--- src/drsm_pkg.sv ---
// ----------------------------------------------------------------------------
// drsm_pkg
// Shared types and constants of the disjoint range set merge unit.
// ----------------------------------------------------------------------------
`default_nettype none
package drsm_pkg;
	localparam int MAX_RANGES = 32;
	localparam int IDX_W = (MAX_RANGES > 1) ? $clog2(MAX_RANGES) : 1;
	localparam int CNT_W = $clog2(MAX_RANGES + 1);
	localparam int VAL_W = 32;

	typedef enum logic [2:0] {
		ST_COVERED    = 3'd0,
		ST_JOINED     = 3'd1,
		ST_UPPER_DOWN = 3'd2,
		ST_LOWER_UP   = 3'd3,
		ST_NEW        = 3'd4,
		ST_FULL       = 3'd5,
		ST_LISTED     = 3'd6,
		ST_EMPTY      = 3'd7
	} status_t;

	typedef enum logic [3:0] {
		FSM_IDLE,
		FSM_SRCH,
		FSM_SRCH_CHK,
		FSM_DECIDE,
		FSM_SHDN,
		FSM_SHDN_W,
		FSM_SHUP,
		FSM_SHUP_W,
		FSM_LIST,
		FSM_LIST_W,
		FSM_EMIT
	} fsm_t;

	typedef struct packed {
		logic        kind;
		logic signed [VAL_W-1:0] value;
	} in_item_t;

	typedef struct packed {
		status_t     status;
		logic signed [VAL_W-1:0] range_low;
		logic signed [VAL_W-1:0] range_high;
		logic        last;
	} out_item_t;
endpackage
`default_nettype wire

--- src/drsm_if.sv ---
// ----------------------------------------------------------------------------
// drsm_if
// Valid/ready channel that carries one item.
// ----------------------------------------------------------------------------
`default_nettype none
interface drsm_if #(parameter type T = logic);
	logic valid;
	logic ready;
	T     data;
	modport source (output valid, output data, input ready);
	modport sink (input valid, input data, output ready);
endinterface
`default_nettype wire

--- src/drsm_ram.sv ---
// ----------------------------------------------------------------------------
// drsm_ram
// Generic single-port synchronous RAM with a registered read.
// ----------------------------------------------------------------------------
`default_nettype none
module drsm_ram #(
	parameter int WIDTH = 64,
	parameter int DEPTH = 32
) (
	input  wire logic                     clk,
	input  wire logic                     we,
	input  wire logic [$clog2(DEPTH)-1:0] addr,
	input  wire logic [WIDTH-1:0]         wdata,
	output logic      [WIDTH-1:0]         rdata
);
	logic [WIDTH-1:0] mem [DEPTH];

	always_ff @(posedge clk) begin
		if (we) begin
			mem[addr] <= wdata;
		end
		rdata <= mem[addr];
	end
endmodule
`default_nettype wire

--- src/disjoint_range_set_merge_unit.sv ---
// ----------------------------------------------------------------------------
// disjoint_range_set_merge_unit
// Sorted table of disjoint ranges in one RAM; adds a value with merging, or
// lists all ranges in ascending order.
// ----------------------------------------------------------------------------
//  channel  dir  payload
//  in_ch    in   kind, value
//  out_ch   out  status, range_low, range_high, last
//
// One item at a time. An add scans the table entry by entry in the search and
// check states, then for a new range or a join shifts the entries above the
// insert or join point with a read and a write state per entry. A list reads
// each range in the list, wait and emit states. Reset clears the state, count
// and output valid flag; the RAM needs no clearing. A stalled output holds the
// list sequencer, and no new item is taken until the last result has left.
`default_nettype none
module disjoint_range_set_merge_unit (
	input wire logic clk,
	input wire logic arst_n,
	drsm_if.sink     in_ch,
	drsm_if.source   out_ch
);
	import drsm_pkg::*;

	localparam int EW = 2 * VAL_W;

	fsm_t state_q, state_d;
	logic [CNT_W-1:0] count_q;
	logic [CNT_W-1:0] idx_q;
	logic [CNT_W-1:0] up_q;
	logic signed [VAL_W-1:0] v_q;
	logic signed [VAL_W-1:0] lo_s_q, lo_e_q;
	logic has_down_q;
	out_item_t out_q;
	logic out_v_q;

	logic ram_we;
	logic [IDX_W-1:0] ram_addr;
	logic [EW-1:0] ram_wdata, ram_rdata;
	logic signed [VAL_W-1:0] rd_s, rd_e;

	drsm_ram #(.WIDTH(EW), .DEPTH(1 << IDX_W)) u_ram (
		.clk(clk), .we(ram_we), .addr(ram_addr), .wdata(ram_wdata), .rdata(ram_rdata)
	);

	assign rd_s = ram_rdata[EW-1:VAL_W];
	assign rd_e = ram_rdata[VAL_W-1:0];

	logic signed [VAL_W:0] vp1, vm1;
	assign vp1 = {v_q[VAL_W-1], v_q} + 33'sd1;
	assign vm1 = {v_q[VAL_W-1], v_q} - 33'sd1;

	logic has_up, cov, up_adj, dn_adj;
	assign has_up = up_q < count_q;
	assign cov = (has_up && rd_s <= v_q) || (has_down_q && lo_e_q >= v_q);
	assign up_adj = has_up && ({rd_s[VAL_W-1], rd_s} == vp1);
	assign dn_adj = has_down_q && ({lo_e_q[VAL_W-1], lo_e_q} == vm1);

	assign in_ch.ready = (state_q == FSM_IDLE) && !out_v_q;
	assign out_ch.valid = out_v_q;
	assign out_ch.data = out_q;

	logic in_fire, out_free;
	assign in_fire = in_ch.valid && in_ch.ready;
	assign out_free = !out_v_q || out_ch.ready;

	always_comb begin
		state_d = state_q;
		case (state_q)
			FSM_IDLE: begin
				if (in_fire) begin
					state_d = in_ch.data.kind ? FSM_LIST : FSM_SRCH;
				end
			end
			FSM_SRCH: state_d = (idx_q < count_q) ? FSM_SRCH_CHK : FSM_DECIDE;
			FSM_SRCH_CHK: state_d = (rd_s < v_q) ? FSM_SRCH : FSM_DECIDE;
			FSM_DECIDE: begin
				if (out_free) begin
					if (cov) begin
						state_d = FSM_IDLE;
					end else if (up_adj && dn_adj) begin
						state_d = FSM_SHDN;
					end else if (up_adj || dn_adj) begin
						state_d = FSM_IDLE;
					end else if (count_q >= CNT_W'(MAX_RANGES)) begin
						state_d = FSM_IDLE;
					end else begin
						state_d = FSM_SHUP;
					end
				end
			end
			FSM_SHDN: state_d = (idx_q < count_q) ? FSM_SHDN_W : FSM_IDLE;
			FSM_SHDN_W: state_d = FSM_SHDN;
			FSM_SHUP: state_d = (idx_q > up_q) ? FSM_SHUP_W : FSM_IDLE;
			FSM_SHUP_W: state_d = FSM_SHUP;
			FSM_LIST: state_d = (count_q == '0) ? FSM_EMIT : FSM_LIST_W;
			FSM_LIST_W: state_d = FSM_EMIT;
			FSM_EMIT: begin
				if (out_free) begin
					state_d = (count_q == '0 || idx_q + 1'b1 >= count_q) ?
						FSM_IDLE : FSM_LIST;
				end
			end
			default: state_d = FSM_IDLE;
		endcase
	end

	// RAM port control: the read address is chosen so that the registered data is
	// ready in the following state that needs it.
	always_comb begin
		ram_we = 1'b0;
		ram_addr = idx_q[IDX_W-1:0];
		ram_wdata = ram_rdata;
		case (state_q)
			FSM_DECIDE: begin
				if (out_free && !cov) begin
					if (up_adj && dn_adj) begin
						ram_we = 1'b1;
						ram_addr = IDX_W'(up_q - 1'b1);
						ram_wdata = {lo_s_q, rd_e};
					end else if (up_adj) begin
						ram_we = 1'b1;
						ram_addr = up_q[IDX_W-1:0];
						ram_wdata = {v_q, rd_e};
					end else if (dn_adj) begin
						ram_we = 1'b1;
						ram_addr = IDX_W'(up_q - 1'b1);
						ram_wdata = {lo_s_q, v_q};
					end
				end
			end
			FSM_SHDN: ram_addr = IDX_W'(idx_q + 1'b1);
			FSM_SHDN_W: begin
				ram_we = 1'b1;
				ram_wdata = ram_rdata;
			end
			FSM_SHUP: begin
				ram_addr = (idx_q > up_q) ? IDX_W'(idx_q - 1'b1) : idx_q[IDX_W-1:0];
				ram_we = (idx_q == up_q);
				ram_wdata = {v_q, v_q};
			end
			FSM_SHUP_W: begin
				ram_we = 1'b1;
				ram_wdata = ram_rdata;
			end
			default: ;
		endcase
	end

	always_ff @(posedge clk or negedge arst_n) begin
		if (!arst_n) begin
			state_q <= FSM_IDLE;
			count_q <= '0;
			out_v_q <= 1'b0;
		end else begin
			state_q <= state_d;
			if ((state_q == FSM_DECIDE || state_q == FSM_EMIT) && out_free) begin
				out_v_q <= 1'b1;
			end else if (out_ch.ready) begin
				out_v_q <= 1'b0;
			end
			if (state_q == FSM_DECIDE && out_free && !cov) begin
				if (up_adj && dn_adj) begin
					count_q <= count_q - 1'b1;
				end else if (!up_adj && !dn_adj && count_q < CNT_W'(MAX_RANGES)) begin
					count_q <= count_q + 1'b1;
				end
			end
		end
	end

	always_ff @(posedge clk) begin
		case (state_q)
			FSM_IDLE: begin
				v_q <= in_ch.data.value;
				idx_q <= '0;
				has_down_q <= 1'b0;
			end
			FSM_SRCH: up_q <= idx_q;
			FSM_SRCH_CHK: begin
				if (rd_s < v_q) begin
					has_down_q <= 1'b1;
					lo_s_q <= rd_s;
					lo_e_q <= rd_e;
					idx_q <= idx_q + 1'b1;
				end
			end
			FSM_DECIDE: begin
				out_q.range_low <= '0;
				out_q.range_high <= '0;
				out_q.last <= 1'b1;
				if (cov) begin
					out_q.status <= ST_COVERED;
				end else if (up_adj && dn_adj) begin
					out_q.status <= ST_JOINED;
					idx_q <= up_q;
				end else if (up_adj) begin
					out_q.status <= ST_UPPER_DOWN;
				end else if (dn_adj) begin
					out_q.status <= ST_LOWER_UP;
				end else if (count_q >= CNT_W'(MAX_RANGES)) begin
					out_q.status <= ST_FULL;
				end else begin
					out_q.status <= ST_NEW;
					idx_q <= count_q;
				end
			end
			FSM_SHDN_W: idx_q <= idx_q + 1'b1;
			FSM_SHUP_W: idx_q <= idx_q - 1'b1;
			FSM_EMIT: begin
				if (out_free) begin
					if (count_q == '0) begin
						out_q <= '{ST_EMPTY, '0, '0, 1'b1};
					end else begin
						out_q <= '{ST_LISTED, rd_s, rd_e, idx_q + 1'b1 >= count_q};
						idx_q <= idx_q + 1'b1;
					end
				end
			end
			default: ;
		endcase
	end

	ap_count_max: assert property (@(posedge clk) disable iff (!arst_n)
		count_q <= CNT_W'(MAX_RANGES))
		else $error("range count above capacity");
	ap_busy_no_accept: assert property (@(posedge clk) disable iff (!arst_n)
		(state_q != FSM_IDLE) |-> !in_ch.ready)
		else $error("input accepted while busy");
	ap_out_hold: assert property (@(posedge clk) disable iff (!arst_n)
		(out_v_q && !out_ch.ready) |=> (out_v_q && $stable(out_q)))
		else $error("stalled result changed");
endmodule
`default_nettype wire

--- src/flat_wrapper.sv ---
// flat-port wrapper written by rule: the top's interface ports become plain ports
module disjoint_range_set_merge_unit_flat import drsm_pkg::*;
  (clk, arst_n, in_ch_valid, in_ch_data, in_ch_ready, out_ch_valid, out_ch_data, out_ch_ready);
  drsm_if #(.T(in_item_t)) in_ch_i ();
  drsm_if #(.T(out_item_t)) out_ch_i ();
  input wire logic clk;
  input wire logic arst_n;
  input wire logic [$bits(in_ch_i.valid)-1:0] in_ch_valid;
  input wire logic [$bits(in_ch_i.data)-1:0] in_ch_data;
  output wire logic [$bits(in_ch_i.ready)-1:0] in_ch_ready;
  output wire logic [$bits(out_ch_i.valid)-1:0] out_ch_valid;
  output wire logic [$bits(out_ch_i.data)-1:0] out_ch_data;
  input wire logic [$bits(out_ch_i.ready)-1:0] out_ch_ready;
  assign in_ch_i.valid = in_ch_valid;
  assign in_ch_i.data = in_ch_data;
  assign in_ch_ready = in_ch_i.ready;
  assign out_ch_valid = out_ch_i.valid;
  assign out_ch_data = out_ch_i.data;
  assign out_ch_i.ready = out_ch_ready;
  disjoint_range_set_merge_unit u_core (.clk(clk), .arst_n(arst_n), .in_ch(in_ch_i), .out_ch(out_ch_i));
endmodule
--- config.mk ---
export PLATFORM = sky130hd
export DESIGN_NAME = disjoint_range_set_merge_unit_flat
export DESIGN_NICKNAME = d
export VERILOG_FILES = /design/src/drsm_pkg.sv /design/src/drsm_if.sv /design/src/drsm_ram.sv /design/src/disjoint_range_set_merge_unit.sv /design/src/flat_wrapper.sv
export SDC_FILE = /design/constraint.sdc
export NUM_CORES = 2
export LEC_CHECK = 0
export BUFFER_PORTS_ARGS = -buffer_cell sky130_fd_sc_hd__buf_2
export CELL_PAD_IN_SITES_DETAIL_PLACEMENT = 0
export CELL_PAD_IN_SITES_GLOBAL_PLACEMENT = 1
export CORE_ASPECT_RATIO = 0.75
export CORE_MARGIN = 8
export CORE_UTILIZATION = 40
export DETAILED_ROUTE_END_ITERATION = 12
export PLACE_DENSITY_LB_ADDON = 0.2
export SLEW_MARGIN = 20
export SYNTH_ARGS = -nofsm -noshare
export SYNTH_HDL_FRONTEND = slang
export SYNTH_SLANG_ARGS = --single-unit
--- constraint.sdc ---
create_clock -name clk -period 9.2 [get_ports clk]
set_clock_uncertainty 0.15 [all_clocks]
set_input_delay 0.92 -clock clk [delete_from_list [all_inputs] [get_ports clk]]
set_output_delay 0.92 -clock clk [all_outputs]
set_load 0.01 [all_outputs]
-- After elaboration in Yosys (flattened, before gate mapping)
Memories as Yosys holds them, arrays and structs flattened. A register that Yosys moved wholly into a read port is not among the register bits.
Index checks and enable logic that the tools add are counted.
- bits in registers: 188
- memory bits (writable): 2048
- bits of input ports: 37
- output and inout port bits: 70
- word-level logic and storage cells: 144
- memories: 1
- $add $sub $neg: 7
- order comparisons: 9
- eq/ne operators: 22
- muxes and demuxes: 56
- reductions and logical operators: 36
- memory list (name ; depth ; bits a word ; rd ports ; clocked after Yosys merged registers in ; wr ports ; line ; source):
    u_core.u_ram.mem ; 32 ; 64 ; 1 ; 1 ; 1 ; drsm_ram.sv:16 ; logic [WIDTH-1:0] mem [DEPTH];
- operators with widths (operator ; count):
    $mux W64 ; 4
    $pmux W68 S2 ; 1
    $pmux W64 S2 ; 1
    $mux W68 ; 1
    $eq A33 B33 Y1 ; 2
    $mux W66 ; 1
    $mux W6 ; 10
    $pmux W4 S11 ; 1
    $pmux W6 S6 ; 1
    $add A32 B2 Y33 const B ; 1
    $sub A32 B2 Y33 const B ; 1
    $ge A32 B32 Y1 ; 1
    $le A32 B32 Y1 ; 1
    $lt A32 B32 Y1 ; 1
    $mux W4 ; 8
    $mux W5 ; 5
    $mux W3 ; 7
    $eq A4 B3 Y1 const B ; 4
    $pmux W5 S3 ; 1
    $logic_and A1 B1 Y1 ; 13
    $add A6 B1 Y6 const B ; 2
    $eq A4 B4 Y1 const B ; 3
    $lt A6 B6 Y1 ; 2
    $sub A6 B1 Y6 const B ; 2
    other kinds (25) ; 56

-- Depth between registers and ports, before layout
- depth after elaboration: 10
- mapped depth: 23
- gate-level depth less buffers: 18

-- Modules after synthesis
Synthesis repeated with hierarchy kept, for this count alone.
- cells, all modules: 5470
- area, all modules: 92214.7 µm²
- by module, submodules not included (module ; times used ; cells each ; area an instance (µm²) ; seq. area each (µm²)):
    drsm_ram ; 1 ; 4136 ; 78959.5 ; 62780.2
    disjoint_range_set_merge_unit ; 1 ; 1334 ; 13255.2 ; 5590.4

-- Worst setup path before layout
Ideal clock, no wire load.
- path kind: flip-flop to flip-flop
- from: reg u_core.v_q[0]
- to: mem u_core.u_ram.mem[14][0] (enable)
- library setup time: 564 ps
- arrival: 9128 ps
- required time: 8486 ps
- path slack: -643 ps
- cell stages (with the launch flop): 24
- buffers on the path: 7
- period minus slack after synthesis: 9843 ps
- cells stage by stage: edfxtp_1 -> clkbuf_1 -> inv_1 -> ha_1 -> or4b_1 -> buf_2 -> nor4_4 -> mux2i_1 -> and4bb_1 -> nand2_1 -> nor4_1 -> and4_1 -> buf_2 -> ha_1 -> clkbuf_1 -> a211oi_1 -> a221oi_1 -> a31o_1 -> buf_6 -> buf_6 -> buf_2 -> and2_1 -> nand2_1 -> nor3_1
- cells in the longest elaborated chain, start to end: 10
- elaborated cells on any way between the ends: 26
- those cells by class: 2 x add/sub; 2 x order compare; 2 x eq/ne; 12 x mux; 8 x reduce/logical
- RTL lines (what ; line ; source):
    start, declared ; disjoint_range_set_merge_unit.sv:31 ; logic signed [VAL_W-1:0] v_q;
    start signal, assigned ; disjoint_range_set_merge_unit.sv:175 ; v_q <= in_ch.data.value;
    $sub A32 B2 Y33 ; disjoint_range_set_merge_unit.sv:51 ; assign vm1 = {v_q[VAL_W-1], v_q} - 33'sd1;
    $eq A33 B33 Y1 ; disjoint_range_set_merge_unit.sv:57 ; assign dn_adj = has_down_q && ({lo_e_q[VAL_W-1], lo_e_q} == vm1);
    $logic_and A1 B1 Y1 ; disjoint_range_set_merge_unit.sv:57 ;
    $mux W1 ; disjoint_range_set_merge_unit.sv:125 ; end else if (dn_adj) begin
    $mux W1 ; disjoint_range_set_merge_unit.sv:121 ; end else if (up_adj) begin
    $mux W1 ; disjoint_range_set_merge_unit.sv:117 ; if (up_adj && dn_adj) begin
    $mux W1 ; disjoint_range_set_merge_unit.sv:116 ; if (out_free && !cov) begin
    $pmux W1 S3 ; disjoint_range_set_merge_unit.sv:114 ; case (state_q)
    $mux W1 ; drsm_ram.sv:19 ; if (we) begin
    $mux W1 (not written as such) ; drsm_ram.sv:20 ; mem[addr] <= wdata;
    end, declared ; drsm_ram.sv:16 ;
Parallel ways exist; a longest one is shown, timed or not.

-- Worst setup path in the final report
- from: reg u_core.v_q[0]
- to: mem u_core.u_ram.mem[8][23] (enable)
The elaborated chain is that of the path after synthesis.

==> impl_metrics.toml <==
[clock_tree]
ctsResizeCount = 0
clk_pin_slew_worst_paths_ns = 0.06
cts_tree = "done"
cts-root-buf = "clkbuf_16"
postCtsHoldBufs = 1
clk_latency_ns = 0.86
htree_num_levels = 4
cts_buffers = 219
cts_buffer_depth = 4
post-cts-setup-buffer-count = 0
clock-sinks = 2300

[synthesis]
synthDistinctLibCells = 89
synth_edf_count = 2225
synth_fp_nets = 4707
yosysSeqAreaShare = 0.7486
yosysTopAreaCell = "edfxtp_1"
netlist_area_mm2 = 0.09133
ys_seq_elements = 2300
avgSynthCellArea_um2 = 19.98
async_reset_ff_frac = 0.004783
synth_cells = 4570
yosys_most_used_dff = "edfxtp_1"
netlist.area_leader.share = 0.7316
synthTopCellsByArea = "edfxtp_1 (73%), mux4_2 (13%), a22oi_1 (2.2%)"
yosys_warnings = 0

[outcome]
status = "completed"

[sta]
fin_tns_setup_ns = 0
relSlewSlack = 0.1980
tightestPinTransition_ns = 1.203
rsz0062_at_grt = "no"
hold_viol_final = 0
drv_slew = 0
setup_viol = 0
min_period_over_period = 0.8617
finalCriticalPeriod_ns = 7.927
fmax_mhz = 126.1

[worst_setup_path]
max_stage_delay_ns = 0.92
cp_slowest_cell = "nor2_4"
critPathKind = "reg -> reg"
path_delay_family = "simple AND/OR/NAND/NOR gates"
end_kind = "flip-flop"
critPathBufInv = 2
crit_path_start_kind = "flip-flop"
crit_fanout = 39
cpMostUsedCell = "ha_1"
worstPathCellList = "ha_1 > nand4_2 > nor4bb_1 > nand3_1 > or4_1 > a31oi_1 > o211ai_1 > or3_2 > inv_2 > ha_1 > a211oi_1 > a221oi_1 > a31o_4 > and2_1 > nand2_1 > nor2_4 > buf_12"
arrival_ns = 8.27
crit_required_ns = 9.54

[floorplan]
die_h_um = 429.8
fp.dieW_um = 567.7
die-area_mm2 = 0.2440
initial_core_util = 0.4008
coreArea_mm2 = 0.2278
rows = 152
io_pins = 107

[route]
drc = 0
drt_pass1_iterations = 6
via_count = 48780
wl_um = 281200
route.detailed.wl_per_inst_um = 35.29
viasPerCell = 6.121
dr.first_iter.drc_count = 6487
ant_nets = 0

[cells_and_area]
drive_gt1_frac = 0.2432
fin_nets = 4928
nFillCells = 19200
final_core_util = 0.4544
area_growth_pct = 13.36

[place]
place_hpwl_um = 151400
routabilityCongestion = 0.8840
port_buffers = 106

[run]
cap_viol_max_count = 0

[global_routing]
grt_pass1_wl_um = 389200
grt_pass1_vias = 47380
antenna_found_initial = 13
grt_max_degree = 138
grt_usage = 0.2242
grt_overflow = 0

[power]
p_per_area_mw_per_mm2 = 387.1
ir_worst_vdd_mv = 0.5808
p_leak_nw = 32.59

[worst_hold_path]
holdCritPathClass = "in -> reg"
metal layers:
metal  GRT usage  share of wire
met1      0.3468           0.45
met3     0.03665          0.083
met2      0.3357           0.44
met5           0       0.000096
met4     0.04666          0.023
state kept, by name (all words and copies together) (netlist names):
register             cells
u_core.count_q           6
u_core.has_down_q        1
u_core.idx_q             6
u_core.lo_e_q           32
u_core.lo_s_q           32
u_core.out_ch.data      68
u_core.out_ch.valid      1
u_core.state_q           4
u_core.u_ram.mem      2048
u_core.u_ram.rdata      64
u_core.up_q              6
u_core.v_q              32
cell families after synthesis:
kind of cell / synth area share
xor+xnor: 0.008535
buf+inv: 0.01717
compound gates: 0.04943
simple gates: 0.03440
mux: 0.1279
fa+ha+maj: 0.01389
flops: 0.7486
Yosys cell counts, types with 36 or more instances:
master / n
a22oi_1: 262
nand3_1: 37
and2_1: 66
ha_1: 99
xnor2_1: 54
buf_2: 86
o22ai_1: 37
a21oi_1: 95
nand2_1: 103
edfxtp_1: 2225
o21ai_0: 110
nor3_1: 36
nor2_1: 76
nand4_1: 106
dfxtp_1: 64
inv_1: 70
mux4_2: 512
clkbuf_1: 110
path summary, 6_finish.rpt:
| kind | cells past startpoint | endpoint | slack (ns) | from |
|---|---|---|---|---|
| max | 17 | u_core.u_ram.mem[8][23] | 1.27 | u_core.v_q[0] |
| max in group asynchronous | 2 | u_core.state_q[3] | 8.22 | arst_n |
| min reg2reg | 0 | u_core.lo_e_q[17] | 0.42 | u_core.u_ram.rdata[17] |
| max reg2reg | 17 | u_core.u_ram.mem[8][23] | 1.27 | u_core.v_q[0] |
| min in group asynchronous | 2 | u_core.count_q[1] | 0.40 | arst_n |
| min | 1 | u_core.v_q[20] | 0.12 | in_ch_data[20] |
stage by stage:
stage                     total power (W)  instance area, um^2  worst slack [ns]  hold slack [ns]  cells
final                             0.04007               103500             1.273           0.1202   7969
after global routing              0.04166               103500            0.8524          0.08255   7966
after CTS                         0.04025               103400             1.379          0.06465   7966
after detailed placement          0.03143                96560             1.388           0.3605   7572
after global placement            0.03134                96460             1.466           0.3519   7569
after floorplan                   0.02566                91340           0.01667           0.2718   4570
power breakdown:
part	switching, W	internal [W]	total, W
logic	0.00985	0.00619	0.0160
clock network	0.00391	0.00495	0.00886
registers	0.00107	0.0141	0.0152
total	0.0148	0.0252	0.0401
layout by cell type, fill, tap and decap left out, drive strengths merged, types with 64 or more instances in the layout:
master     n
edfxtp  2225
mux4     512
clkbuf   304
a22oi    262
buf      261
o21ai    112
nand4    107
nand2    104
ha        99
a21oi     95
inv       78
nor2      76
clkinv    69
and2      67
dfxtp     64
final cells by class:
class                   instances  area, um^2  share of cell area
flip-flops and latches       2300       68370              0.6604
multi-input cells            1932       22020              0.2127
clock buffers                 304        6093             0.05886
well taps                    3003        3757             0.03629
repair buffers                262        2207             0.02132
clock inverters                89       780.7            0.007542
inverters                      76       285.3            0.002756
diodes                          3       7.507          0.00007252
Power figures use the tool's default switching activity.
